### src/design/assert_macros.svh
// Assertion helpers for the files that check their own logic.
`ifndef ASSERT_MACROS_SVH
`define ASSERT_MACROS_SVH

// Same-cycle implication, sampled on the rising clock edge, off during reset.
`define PSC_ASSERT_IMPL(lbl, ante, cons, msg) \
  lbl: assert property (@(posedge clk) disable iff (!rst_n) (ante) |-> (cons)) \
    else $error(msg);

// Next-cycle implication, sampled on the rising clock edge, off during reset.
`define PSC_ASSERT_NEXT(lbl, ante, cons, msg) \
  lbl: assert property (@(posedge clk) disable iff (!rst_n) (ante) |=> (cons)) \
    else $error(msg);

`endif

### src/design/psc_pkg.sv
package psc_pkg;

  // Result format: signed Q1.15 with a 16-bit magnitude search.
  localparam int CORR_W    = 16;
  localparam int FRAC_BITS = 15;
  localparam int QMAG_W    = 16;
  localparam int QIDX_W    = 4;
  localparam int RHS_SHIFT = 2 * FRAC_BITS;
  localparam logic [CORR_W-1:0] CORR_MAX = 16'h7FFF;

  // Queue between the accumulator and the solver.
  localparam int QUEUE_DEPTH = 2;
  localparam int QPTR_W      = 1;
  localparam int QCNT_W      = 2;

  typedef struct packed {
    logic full;
    logic empty;
  } psc_q_status_t;

  // Solver sequencer states.
  typedef enum logic [6:0] {
    ST_IDLE     = 7'b0000001,
    ST_MUL_GO   = 7'b0000010,
    ST_MUL_WAIT = 7'b0000100,
    ST_SQ_A     = 7'b0001000,
    ST_SQ_B     = 7'b0010000,
    ST_SQ_C     = 7'b0100000,
    ST_OUT      = 7'b1000000
  } psc_state_t;

  // Products taken on the shared multiplier, in order.
  typedef enum logic [2:0] {
    MS_NXX  = 3'd0,
    MS_SXSX = 3'd1,
    MS_NYY  = 3'd2,
    MS_SYSY = 3'd3,
    MS_NXY  = 3'd4,
    MS_SXSY = 3'd5,
    MS_COV2 = 3'd6,
    MS_VV   = 3'd7
  } psc_mstep_t;

endpackage

### src/design/psc_queue.sv
module psc_queue #(
  parameter int W = 186
) (
  input  logic                   clk,
  input  logic                   rst_n,
  input  logic                   push,
  input  logic [W-1:0]           push_data,
  input  logic                   pop,
  output logic [W-1:0]           pop_data,
  output psc_pkg::psc_q_status_t status
);
  import psc_pkg::*;

  logic [W-1:0]      slot_r [QUEUE_DEPTH];
  logic [QPTR_W-1:0] wr_ptr_r, rd_ptr_r;
  logic [QCNT_W-1:0] count_r, count_nxt;

  assign status.full  = count_r == QCNT_W'(QUEUE_DEPTH);
  assign status.empty = count_r == '0;
  assign pop_data     = slot_r[rd_ptr_r];

  always_comb begin
    count_nxt = count_r;
    if (push && !pop) count_nxt = count_r + QCNT_W'(1);
    else if (pop && !push) count_nxt = count_r - QCNT_W'(1);
  end

  always_ff @(posedge clk) begin
    if (!rst_n) begin
      wr_ptr_r <= '0;
      rd_ptr_r <= '0;
      count_r  <= '0;
    end else begin
      if (push) wr_ptr_r <= wr_ptr_r + QPTR_W'(1);
      if (pop) rd_ptr_r <= rd_ptr_r + QPTR_W'(1);
      count_r <= count_nxt;
    end
    if (push) slot_r[wr_ptr_r] <= push_data;
  end
endmodule

### config.mk
export PLATFORM = sky130hd
export DESIGN_NAME = psc_queue
export DESIGN_NICKNAME = d
export VERILOG_FILES = /design/src/design/assert_macros.svh /design/src/design/psc_pkg.sv /design/src/design/psc_queue.sv
export SDC_FILE = /design/constraint.sdc
export NUM_CORES = 1
export LEC_CHECK = 0
export BUFFER_PORTS_ARGS = -buffer_cell sky130_fd_sc_hd__buf_2
export CELL_PAD_IN_SITES_DETAIL_PLACEMENT = 0
export CELL_PAD_IN_SITES_GLOBAL_PLACEMENT = 1
export CORE_MARGIN = 5
export CORE_UTILIZATION = 48
export DETAILED_ROUTE_END_ITERATION = 16
export GPL_TIMING_DRIVEN = 0
export PLACE_DENSITY_LB_ADDON = 0.1
export SLEW_MARGIN = 20
export SYNTH_ARGS = -nofsm -noshare
export SYNTH_HDL_FRONTEND = slang
export SYNTH_SLANG_ARGS = --single-unit
### constraint.sdc
create_clock -name clk -period 15.25 [get_ports clk]
set_input_delay 0.7625 -clock clk [delete_from_list [all_inputs] [get_ports clk]]
set_output_delay 0.7625 -clock clk [all_outputs]
set_load 0.01 [all_outputs]
# Yosys cells after proc, flatten, opt, wreduce, memory -nomap -nowiden
# Memories as Yosys holds them, arrays and structs flattened. A register that Yosys moved wholly into a read port is not among the register bits.
# Index checks and enable logic that the tools add are counted.
totals:
  output_inout_bits: 188
  wordCells: 21
  mem_bits_rw: 372
  n_memories: 1
  reg_bits: 4
classes:
  add_sub_neg: 4
  n_reduce_logical: 6
  muxes: 6
  n_eq_ne: 1
mem_list:
  columns: ["memory", "words", "word_bits", "rd", "rd_clocked_by_memory_dff", "wr", "line_no", "rtl"]
  rows:
  - ["slot_r", 2, 186, 1, 1, 1, "psc_queue.sv:14", "logic [W-1:0] slot_r [QUEUE_DEPTH];"]
op_table:
  columns: ["op", "n"]
  rows:
  - ["2-to-1 mux 1 bit", 4]
  - ["2-to-1 mux 2 bit", 2]
  - ["adder 1 bit (second input constant)", 2]
  - ["adder 2 x 1 -> 2 bit (second input constant)", 1]
  - ["== test 2 bit (second input constant)", 1]
  - ["logical AND 1 bit", 2]
  - ["logical NOT 1 bit", 2]
  - ["logical NOT 2 bit", 1]
  - ["nonzero test 2 bit", 1]
  - ["subtractor 2 x 1 -> 2 bit (second input constant)", 1]

# Longest topological paths before layout
depth:
  ltp_word: 4
  mapped_depth: 5
  ltp_nobuf: 5

# Worst setup path before layout
# OpenSTA, ideal clock, no wires.
synth_timing:
  path_kind: "in2reg"
  startpoint: "input push"
  endpoint: "register wr_ptr_r"
  stages: 2
  arrival_ps: 9483
  setup_slack_ps: 5670
  required_time_ps: 15154
  path_cell_list: "nor2b_1 > o21a_1"
synth_lines:
  columns: ["item", "line_no", "rtl"]
  rows:
  - ["from (decl)", "psc_queue.sv:6", "input logic push,"]
  - ["to (signal assigned)", "psc_queue.sv:34", "if (push) wr_ptr_r <= wr_ptr_r + QPTR_W'(1);"]
  - ["to (decl)", "psc_queue.sv:15", "logic [QPTR_W-1:0] wr_ptr_r, rd_ptr_r;"]

==> metrics.cfg <==
[logic_synthesis]
synthDistinctLibCells = 17
yosys.area_share.adder_pct = 0.0880
synthMuxAreaShare_pct = 18.4
syn_area_um2 = 14200
synthSimpleGateAreaFrac_pct = 0.378
yosys.area.top_type_share_pct = 78.6
synth_seq_cells = 377
synth_nets = 792
yosys-top-cells-area = edfxtp_1 79%, mux2_4 15%, mux2_2 3.6%, buf_6 1.3%, dfxtp_1 0.70%
syn_avg_cell_area_um2 = 23.7
ys_seq_area_share_pct = 79.3
yosysWarningCount = 0
synth_compound_area_share_pct = 0.141
synth_top_family_by_area = multiplexers
yosys.area.top_type = edfxtp_1
synthCells = 601
synth_xor_area_share_pct = 0.185

[critical_path]
reg2reg_depth = 6
worstPathMaxFanout = 10
critPathKind = flop to primary output
worstSetupEndpointType = primary output
worstSetupStartpointType = flop
r2r_start = wr_ptr_r
r2r_end = slot_r[0][87]
cp.arrival_ns = 1.87
max_stage_delay_ns = 0.33
critPathMostFrequentCell = buf_6
critical_path.slowest_cell = dfxtp_1
cp.buffers_inverters = 4
regToRegSetupSlack_ns = 13.11
crit_required_ns = 14.49
crit_path_cell_trace = buf_6 > buf_6 > buf_6 > mux2_4 > buf_2
crit_family = buffers and inverters

[sta]
setup_viol_count_final = 0
final_hold_viol_count = 0
rsz0062_at_grt = false
slew_headroom_pct = 59.5
setup_tns_ns = 0
min_period_ns = 2.63
hold_ws_ns = 0.439
max_freq_mhz = 380
fin_crit_sh_pct = 17.2
finalClockSkew_ns = 0.0137
layout_setup_ws_ns = 12.62
drv_slew = 0
worstMarginPinSlew_ns = 0.607

[cts]
ctsResizeCount = 0
clk_latency_ns = 0.51
cts_tree = built
clkTransAtPathRegs_ns = 0.06
cts.sinks = 377
postCtsHoldBufs = 0
cts_buffers = 40
post_cts_buffers = 0
htree_levels = 2
clockBufferDepth = 3
cts_root_buffer = clkbuf_16

[grt]
grt_max_degree = 51
grt_pass1_wl_um = 43700
overflow = 0
antenna_found_initial = 11
grt_usage_pct = 17.3
grt_pass1_vias = 7628

[job]
drv_cap = 0

[pwr]
p_total_mw = 2.40
power_leakage_nw = 7.15
p_per_area_nw_per_um2 = 132
ir_worst_vdd_mv = 0.0978

[placement]
pre_cts_ws_ns = 12.48
dpl.hpwl_um = 21400
gp_congestion = 0.733
dp.cells = 1381
portBuffers = 377

[min_path]
worstHoldStart = push_data[125]
holdPathStages = 1
whs_endpoint = slot_r[1][125]
min_path_type = primary input to flop

[cells_and_area]
regArea_um2 = 11300
area_growth_pct = 27.7
fill_cells = 2271
fin_nets = 1224
post_layout_nonfiller_instances = 1455
post_route_cells_drive_above_1_share_pct = 61.3
multi_input_comb_area_um2 = 2740

[routing]
vias = 7019
wl_um = 29500
drc = 0
vias_per_cell = 4.82
avgRoutedWirePerCell_um = 20.3
drt_first_pass_iters = 4
drtIter0Drc = 335
ant_nets = 0

[run_status]
status = complete, no violations

[die]
core-area_um2 = 29500
ioPinCount = 378
die_y_um = 182
fp.dieW_um = 182
start_util_pct = 48.2
dieArea_um2 = 33200
rows = 63

## sequential cells by signal, summed over array words and instances, names as in the netlist, named ones only
| name | cells |
|---|---|
| wr_ptr_r | 1 |
| slot_r | 372 |
| rd_ptr_r | 1 |
| count_r | 2 |
## where the power goes
part	total, mW	switching, mW	internal (mW)
registers	1.21	0.0123	1.20
clock network	0.903	0.358	0.546
logic	0.281	0.136	0.145
total	2.40	0.506	1.89
## layout make-up
class / instances / share of cell area [%]
Inverter: 1 / 0.0207
Buffer: 21 / 1.16
Timing Repair Buffer: 390 / 12.1
Multi-Input combinational cell: 202 / 15.1
Antenna cell: 5 / 0.0689
Sequential cell: 377 / 62.1
Clock buffer: 52 / 5.93
Tap cell: 390 / 2.69
Clock inverter: 17 / 0.855
## stage by stage
step           utilization, %  cell area [µm²]
2_1_floorplan               -            14200
3_3_place_gp             56.3            16600
3_5_place_dp             57.4            16900
4_1_cts                  61.5            18100
5_1_grt                  61.6            18100
6_report                 61.6            18200
## kinds of logic (layout without fill, tap and decap cells)
family / Yosys count / after routing
buffers and inverters: 22 / 481
other: 0 / 5
AND/OR/NAND/NOR: 9 / 9
AO/OA/AOI/OAI: 3 / 3
XOR/XNOR: 3 / 3
flip-flops: 377 / 377
multiplexers: 186 / 186
adder cells (fa/ha/maj): 1 / 1
## cell usage after synthesis (all sizes together)
cell / n
a21boi: 1
edfxtp: 372
buf: 21
dfxtp: 5
nor2b: 3
and2: 4
inv: 1
nor2: 1
xor2: 2
mux2: 186
ha: 1
o21ai: 1
or3: 1
xnor2: 1
o21a: 1
## how the worst max path moves through the flow
stage | slack [ns] | cells after the start | from | endpoint
6_report | 12.62 | 5 | flop | pop_data[60]
5_1_grt | 12.52 | 5 | flop | pop_data[57]
4_1_cts | 12.56 | 5 | flop | pop_data[93]
3_5_place_dp | 12.48 | 7 | push | slot_r[0][39]
3_3_place_gp | 0.25 | 3 | push | wr_ptr_r
2_1_floorplan | 5.67 | 2 | push | wr_ptr_r
## placed cells by master (no fill, tap or decap), types with 2 or more instances in the layout
cell type	n
diode_2	5
buf_2	381
mux2_4	140
edfxtp_1	372
bufinv_16	3
clkbuf_16	41
clkinv_2	4
xor2_1	2
buf_16	6
buf_12	7
clkbuf_1	10
clkinvlp_4	2
buf_6	17
dfxtp_1	5
clkinv_1	8
mux2_2	46
nor2b_1	2
and2_1	3
## routing by layer
metal / vias to the layer above / share of wire [%] / global-route usage (%)
met1: 3418 / 36 / 19.5
met5: - / 0.28 / 0
met2: 253 / 51 / 30.4
met3: 58 / 9.7 / 6.98
li1: 3278 / - / -
met4: 12 / 2.2 / 4.86
(Power assumes the default switching activity.)
