===== config.mk =====
export PLATFORM = sky130hd
export DESIGN_NAME = psc_front
export DESIGN_NICKNAME = d
export VERILOG_FILES = /design/src/design/assert_macros.svh /design/src/design/psc_pkg.sv /design/src/design/psc_front.sv
export SDC_FILE = /design/constraint.sdc
export NUM_CORES = 2
export LEC_CHECK = 0
export ABC_AREA = 1
export BUFFER_PORTS_ARGS = -buffer_cell sky130_fd_sc_hd__buf_4
export CAP_MARGIN = 20
export CORE_AREA = 2 2 266 268
export DETAILED_ROUTE_END_ITERATION = 10
export DIE_AREA = 0 0 268 270
export PLACE_DENSITY = 0.85
export SLEW_MARGIN = 20
export SYNTH_ARGS = -nofsm -noshare
export SYNTH_HDL_FRONTEND = slang
export SYNTH_SLANG_ARGS = --single-unit

===== constraint.sdc =====
create_clock -name clk -period 13.6 [get_ports clk]
set_input_delay 2.72 -clock clk [delete_from_list [all_inputs] [get_ports clk]]
set_output_delay 2.72 -clock clk [all_outputs]
set_load 0.1 [all_outputs]

===== src/design/assert_macros.svh =====
// Assertion helpers for the files that check their own logic.
`ifndef ASSERT_MACROS_SVH
`define ASSERT_MACROS_SVH

// Same-cycle implication, sampled on the rising clock edge, off during reset.
`define PSC_ASSERT_IMPL(lbl, ante, cons, msg) \
  lbl: assert property (@(posedge clk) disable iff (!rst_n) (ante) |-> (cons)) \
    else $error(msg);

// Next-cycle implication, sampled on the rising clock edge, off during reset.
`define PSC_ASSERT_NEXT(lbl, ante, cons, msg) \
  lbl: assert property (@(posedge clk) disable iff (!rst_n) (ante) |=> (cons)) \
    else $error(msg);

`endif


===== src/design/psc_pkg.sv =====
package psc_pkg;

  // Result format: signed Q1.15 with a 16-bit magnitude search.
  localparam int CORR_W    = 16;
  localparam int FRAC_BITS = 15;
  localparam int QMAG_W    = 16;
  localparam int QIDX_W    = 4;
  localparam int RHS_SHIFT = 2 * FRAC_BITS;
  localparam logic [CORR_W-1:0] CORR_MAX = 16'h7FFF;

  // Queue between the accumulator and the solver.
  localparam int QUEUE_DEPTH = 2;
  localparam int QPTR_W      = 1;
  localparam int QCNT_W      = 2;

  typedef struct packed {
    logic full;
    logic empty;
  } psc_q_status_t;

  // Solver sequencer states.
  typedef enum logic [6:0] {
    ST_IDLE     = 7'b0000001,
    ST_MUL_GO   = 7'b0000010,
    ST_MUL_WAIT = 7'b0000100,
    ST_SQ_A     = 7'b0001000,
    ST_SQ_B     = 7'b0010000,
    ST_SQ_C     = 7'b0100000,
    ST_OUT      = 7'b1000000
  } psc_state_t;

  // Products taken on the shared multiplier, in order.
  typedef enum logic [2:0] {
    MS_NXX  = 3'd0,
    MS_SXSX = 3'd1,
    MS_NYY  = 3'd2,
    MS_SYSY = 3'd3,
    MS_NXY  = 3'd4,
    MS_SXSY = 3'd5,
    MS_COV2 = 3'd6,
    MS_VV   = 3'd7
  } psc_mstep_t;

endpackage


===== src/design/psc_front.sv =====
module psc_front #(
  parameter int MAX_PAIRS = 4096,
  parameter int SW        = 16,
  parameter int CW        = 13,
  parameter int S1W       = 28,
  parameter int S2W       = 44,
  parameter int SNAP_W    = 1 + CW + 3 * S2W + 2 * S1W
) (
  input  logic                   clk,
  input  logic                   rst_n,
  input  logic                   in_valid,
  output logic                   in_ready,
  input  logic [SW-1:0]          in_sample_x,
  input  logic [SW-1:0]          in_sample_y,
  input  logic                   in_last_pair,
  input  psc_pkg::psc_q_status_t q_status,
  output logic                   push,
  output logic [SNAP_W-1:0]      push_data
);
  import psc_pkg::*;

  logic [S1W-1:0] sx_r, sx_nxt, sy_r, sy_nxt;
  logic [S2W-1:0] sxx_r, sxx_nxt, syy_r, syy_nxt, sxy_r, sxy_nxt;
  logic [CW-1:0]  n_r, n_nxt;
  logic           ovf_r, ovf_nxt;
  logic           take;
  logic           room;

  assign in_ready = !q_status.full;
  assign take     = in_valid && in_ready;
  assign room     = n_r < CW'(MAX_PAIRS);

  // Accumulate one pair per transaction; pairs past the limit only set the flag.
  always_comb begin
    sx_nxt  = sx_r;
    sy_nxt  = sy_r;
    sxx_nxt = sxx_r;
    syy_nxt = syy_r;
    sxy_nxt = sxy_r;
    n_nxt   = n_r;
    ovf_nxt = ovf_r;
    if (take) begin
      if (room) begin
        sx_nxt  = sx_r + S1W'(in_sample_x);
        sy_nxt  = sy_r + S1W'(in_sample_y);
        sxx_nxt = sxx_r + S2W'(in_sample_x * in_sample_x);
        syy_nxt = syy_r + S2W'(in_sample_y * in_sample_y);
        sxy_nxt = sxy_r + S2W'(in_sample_x * in_sample_y);
        n_nxt   = n_r + CW'(1);
      end else begin
        ovf_nxt = 1'b1;
      end
    end
  end

  // The final pair hands the finished sums to the queue.
  assign push      = take && in_last_pair;
  assign push_data = {ovf_nxt, n_nxt, sxy_nxt, syy_nxt, sxx_nxt, sy_nxt, sx_nxt};

  always_ff @(posedge clk) begin
    if (!rst_n || push) begin
      sx_r  <= '0;
      sy_r  <= '0;
      sxx_r <= '0;
      syy_r <= '0;
      sxy_r <= '0;
      n_r   <= '0;
      ovf_r <= 1'b0;
    end else begin
      sx_r  <= sx_nxt;
      sy_r  <= sy_nxt;
      sxx_r <= sxx_nxt;
      syy_r <= syy_nxt;
      sxy_r <= sxy_nxt;
      n_r   <= n_nxt;
      ovf_r <= ovf_nxt;
    end
  end
endmodule


After elaboration in Yosys (flattened, before gate mapping). Cells that the tools add are included.

Bits in registers: 202. Latch bits: 0. RAM bits: 0. Bits in read-only memories: 0. Output and inout port bits: 204. Memories kept: 0.

Add/sub/neg operators: 6. Multipliers: 3. Div/mod/pow operators: 0. $lt $le $gt $ge: 1. Equal/unequal tests: 0. Shift-type cells: 0. Multiplexer cells: 14. Bitwise operators: 0. Reductions and logical operators: 5.

Operator list (number): two-way mux 44 bit (6); adder 44 x 32 -> 44 bit (3); two-way mux 28 bit (4); multiplier 16 x 16 -> 32 bit (3); adder 28 x 16 -> 28 bit (2); two-way mux 13 bit (2); adder 13 x 1 -> 13 bit, second input constant (1); < comparator 13 bit, second input constant (1); logical AND 1 bit (2); zero test 1 bit (2); two-way mux 1 bit (2); logical OR 1 bit (1).

Logic depth before layout (Yosys ltp).
Depth after elaboration: 4. Depth in mapped cells: 31.

Least setup slack after synthesis. Ideal clock, no wire load.

Path type: input to output. Start point: input in_sample_x[5]. End point: output push_data[99]. Arrival time: 8.251 ns. Required time: 10.880 ns. Slack: 2.629 ns. Stages: 27. Path through: clkbuf_1 -> clkbuf_1 -> nand2_1 -> fa_1 -> inv_1 -> fa_1 -> inv_1 -> fa_1 -> inv_1 -> fa_1 -> fa_1 -> inv_1 -> fa_1 -> inv_1 -> ha_1 -> nand2_2 -> nor2_2 -> inv_1 -> nor2_1 -> nor2_1 -> nand2_2 -> nand2_2 -> nand2_2 -> nand2_1 -> nand2_1 -> nand2_1 -> inv_1.

Cells in the longest elaborated chain, start to end: 4.

Ends and longest elaborated chain: start, declared (line psc_front.sv:13) `input logic [SW-1:0] in_sample_x,`; multiplier 16 x 16 -> 32 bit (line psc_front.sv:46) `sxx_nxt = sxx_r + S2W'(in_sample_x * in_sample_x);`; adder 44 x 32 -> 44 bit (line psc_front.sv:46); two-way mux 44 bit (line psc_front.sv:43) `if (room) begin`; two-way mux 44 bit (line psc_front.sv:42) `if (take) begin`; end, declared (line psc_front.sv:18) `output logic [SNAP_W-1:0] push_data`.

Every way passes these cells.

Worst setup path in the final report.
Start point: input in_sample_x[9]. End point: output push_data[157].

Cells in the longest elaborated chain, start to end: 4.

Ends and longest elaborated chain: multiplier 16 x 16 -> 32 bit (line psc_front.sv:48) `sxy_nxt = sxy_r + S2W'(in_sample_x * in_sample_y);`; adder 44 x 32 -> 44 bit (line psc_front.sv:48); two-way mux 44 bit (line psc_front.sv:43); two-way mux 44 bit (line psc_front.sv:42).

Every way passes these cells.

==> results.md <==
* Status: finished, final reports clean
* CP Max Fanout at 33
* Largest net degree at the start of global routing at 203
* Syn Area/Cell at 6.779 sq um
* Critical Path AT at 9.01 ns
* Seq/Total Area, Yosys at 0.09792
* Simple-gate area share of the yosys netlist at 0.2510
* Initial Util at 0.5938
* Antenna violations before repair at 2
* Unique masters post-synth at 38
* Reg clk slew, reported paths at 0.06 ns
* Crit-path leading delay family: adder cells
* Std-Cell Rows at 97
* Data required time of the worst path at 10.88 ns
* Synth top area cells: fa_1 (30%), inv_1 (17%), nand2_1 (16%)
* Post_cts resized at 0
* Die height at 270 microns
* Post-synthesis xor/xnor area fraction at 0.01760
* Syn Inst Count at 6092
* PortBufs at 240
* Clock root cell: clkbuf_16
* Post-Place Cell Area at 43640 sq um
* Core ar. at 69540 sq um
* Overflow after GRT at 0
* DR vias/cell at 5.085
* Post-route cell area at 44560 sq um
* Finished Core Util at 0.6407
* Worst Hold Margin at 0.4942 ns
* Buf+Inv Stages, Crit Path at 8
* CP max stage delay at 0.79 ns
* Iteration-0 DRC Markers at 3291
* RePlAce Congestion at 1.006
* Hold Fails Final Rpt at 0
* Max_cap viols at 0
* FFs w/ async S/R, synth at 0
* DRC at 0
* Worst-Skew Late Latency at 0.60 ns
* Fin crit period at 11.73 ns
* Register area at 4044 sq um
* # setup viols final at 0
* # hold bufs at CTS at 0
* Largest family of logic cells by synthesized area: adder cells
* Slowest CP cell: o21ai_0
* ANT nets after route at 0
* Final wirelength at 114400 microns
* Clock skew at 0.02027 ns
* Synth Cell Area at 41300 sq um
* RSZ-0062 raised after global routing: false
* Layout area overhead at 7.889%
* Ys Warns at 0
* Routed wire length per instance at 15.98 microns
* Max Clock Freq at 85.24 MHz
* Setup_tns at 0 ns
* Top FF cell, synth: dfxtp_1
* Via count at 36400
* Fin nets at 7205
* Share of post-route cells with drive strength above 1 at 0.07673
* Ports at 242
* All-Layer GR Usage at 0.3237
* Drt pass-1 iters at 5
* Final Max Slew Viols at 0
* TritonCTS buffer count at 27
* Vias in the first global route at 36220
* Synth top area share at 0.2957
* Die area at 72360 sq um
* Detailed placer's ending HPWL at 89610 microns
* Post-CTS setup buffer count at 0
* Critical path type: primary input to primary output
* Startpoint Class: primary input
* Max_slew headroom at 0.3123
* Adder-cell share of the synthesized area at 0.4051
* Fillers at 6183
* Post-synth top area cell: fa_1
* DIE WIDTH at 268 microns
* Worst-path cell chain: buf_4 > nand2_1 > fa_1 > fa_1 > fa_1 > fa_1 > inv_1 > fa_1 > inv_1 > fa_1 > inv_1 > ha_1 > nand2_1 > inv_1 > nand2_1 > nand2_1 > inv_1 > nand3_1 > xor2_1 > o21ai_0 > inv_1 > buf_4
* First-pass GRT wire length at 185800 microns
* CTS tree: done
* Number of synthesized flops with an enable pin at 0
* Longest Clk Path Bufs at 3
* Crit. End Element: primary output
* Fin crit share at 0.8626
* Mux cell area share after synthesis at 0
* Compound-Gate Fraction of Synth Area at 0.04375
* Slew @ Worst Pin at 1.032 ns
* CTS H-Tree Depth at 1
* Multi-input gate area at 29640 sq um
* Clock tree sinks at 202
* Post-Syn Nets at 7101
* HP Class: flop to flop
* Post-synthesis register bit count at 202
-- layout by cell type, fill, tap and decap left out, types with 2 or more instances in the layout --
master	instances
a211oi_1	26
a21o_1	7
a21oi_1	210
a31o_2	2
and2_1	3
and2_4	2
buf_4	246
bufinv_16	2
clkbuf_16	27
clkbuf_8	2
clkinv_2	2
clkinv_4	3
clkinvlp_4	7
dfxtp_1	202
fa_1	610
ha_1	361
inv_1	1838
inv_2	4
inv_6	6
nand2_1	1732
nand2_2	48
nand3_1	199
nand3_2	26
nand3b_1	7
nand4_1	34
nor2_1	315
nor2_2	39
nor2_4	7
nor2b_1	2
nor3_1	21
nor4_1	10
nor4_2	3
o21a_1	4
o21ai_0	55
o21ai_2	6
o21bai_1	17
or2_1	3
or2_2	42
xnor2_1	13
xor2_1	70
-- cell families (layout without fill, tap and decap cells) --
| kind of cell | Yosys count | after routing |
|---|---|---|
| compound gates | 328 | 328 |
| xor+xnor | 83 | 83 |
| fa+ha+maj | 971 | 971 |
| buf+inv | 2015 | 2140 |
| flops | 202 | 202 |
| other cells | 0 | 1 |
| simple gates | 2493 | 2493 |
-- cells in the mapped netlist, drive strengths merged (4+ instances only) --
| cell | instances |
|---|---|
| a21oi | 210 |
| a21o | 7 |
| inv | 1843 |
| nand3 | 225 |
| xnor2 | 13 |
| nand3b | 7 |
| nor4 | 13 |
| o21a | 4 |
| ha | 361 |
| nand4 | 34 |
| buf | 56 |
| or2 | 45 |
| dfxtp | 202 |
| o21bai | 17 |
| nor2 | 361 |
| nand2 | 1780 |
| xor2 | 70 |
| a211oi | 26 |
| and2 | 5 |
| o21ai | 62 |
| fa | 610 |
| clkbuf | 116 |
| nor3 | 21 |
-- routing by layer --
layer,GRT usage,vias up,routed length (microns)
met5,0,-,0
met4,0.08130,0,2962
met3,0.06482,169,11550
met2,0.5053,1424,50550
met1,0.4607,17130,49330
li1,-,17680,-
-- area by class of cell --
class | count | share of cell area
multi-input cells | 3875 | 0.6652
inverters | 1843 | 0.1553
flip-flops and latches | 202 | 0.09076
repair buffers | 247 | 0.04190
well taps | 940 | 0.02640
clock buffers | 30 | 0.01587
clock inverters | 20 | 0.004521
diodes | 1 | 0.00005616
-- path summary, 6_finish.rpt --
check                      start  slack (ns)  cells past startpoint        endpoint
setup / recovery  in_sample_x[9]        1.87                     22  push_data[157]
hold reg to reg         sx_r[13]        0.49                      2        sx_r[13]
setup reg to reg       sxy_r[11]        8.82                     18       sxy_r[13]
hold / removal          sx_r[13]        0.49                      2        sx_r[13]
-- sequential cells by signal (all words and copies together) (netlist names) --
signal / cells
n_r: 13
ovf_r: 1
sx_r: 28
sxx_r: 44
sxy_r: 44
sy_r: 28
syy_r: 44
-- worst reg2reg max path, cell delays in order, from the launching register on --
cell and delay (ns):
dfxtp_1 0.35, inv_1 0.07, fa_1 0.53, inv_1 0.05, fa_1 0.48, fa_1 0.56
inv_1 0.06, fa_1 0.49, inv_1 0.04, ha_1 0.33, nand2_1 0.14, inv_1 0.07
nand2_1 0.06, nand2_1 0.06, inv_1 0.06, nand3_1 0.20, xor2_1 0.22, o21ai_0 0.79
nor2_1 0.07
-- per-stage QoR --
step / worst slack (ns) / std cells
2_1_floorplan: 2.629 / 6092
6_report: 1.869 / 7158
3_3_place_gp: 2.098 / 7107
3_5_place_dp: 2.036 / 7107
4_1_cts: 2.009 / 7157
5_1_grt: 1.492 / 7158
Power is left out: the tool's default activity adds up to more than one toggle a clock period on the data nets, which glitch-free logic cannot reach.
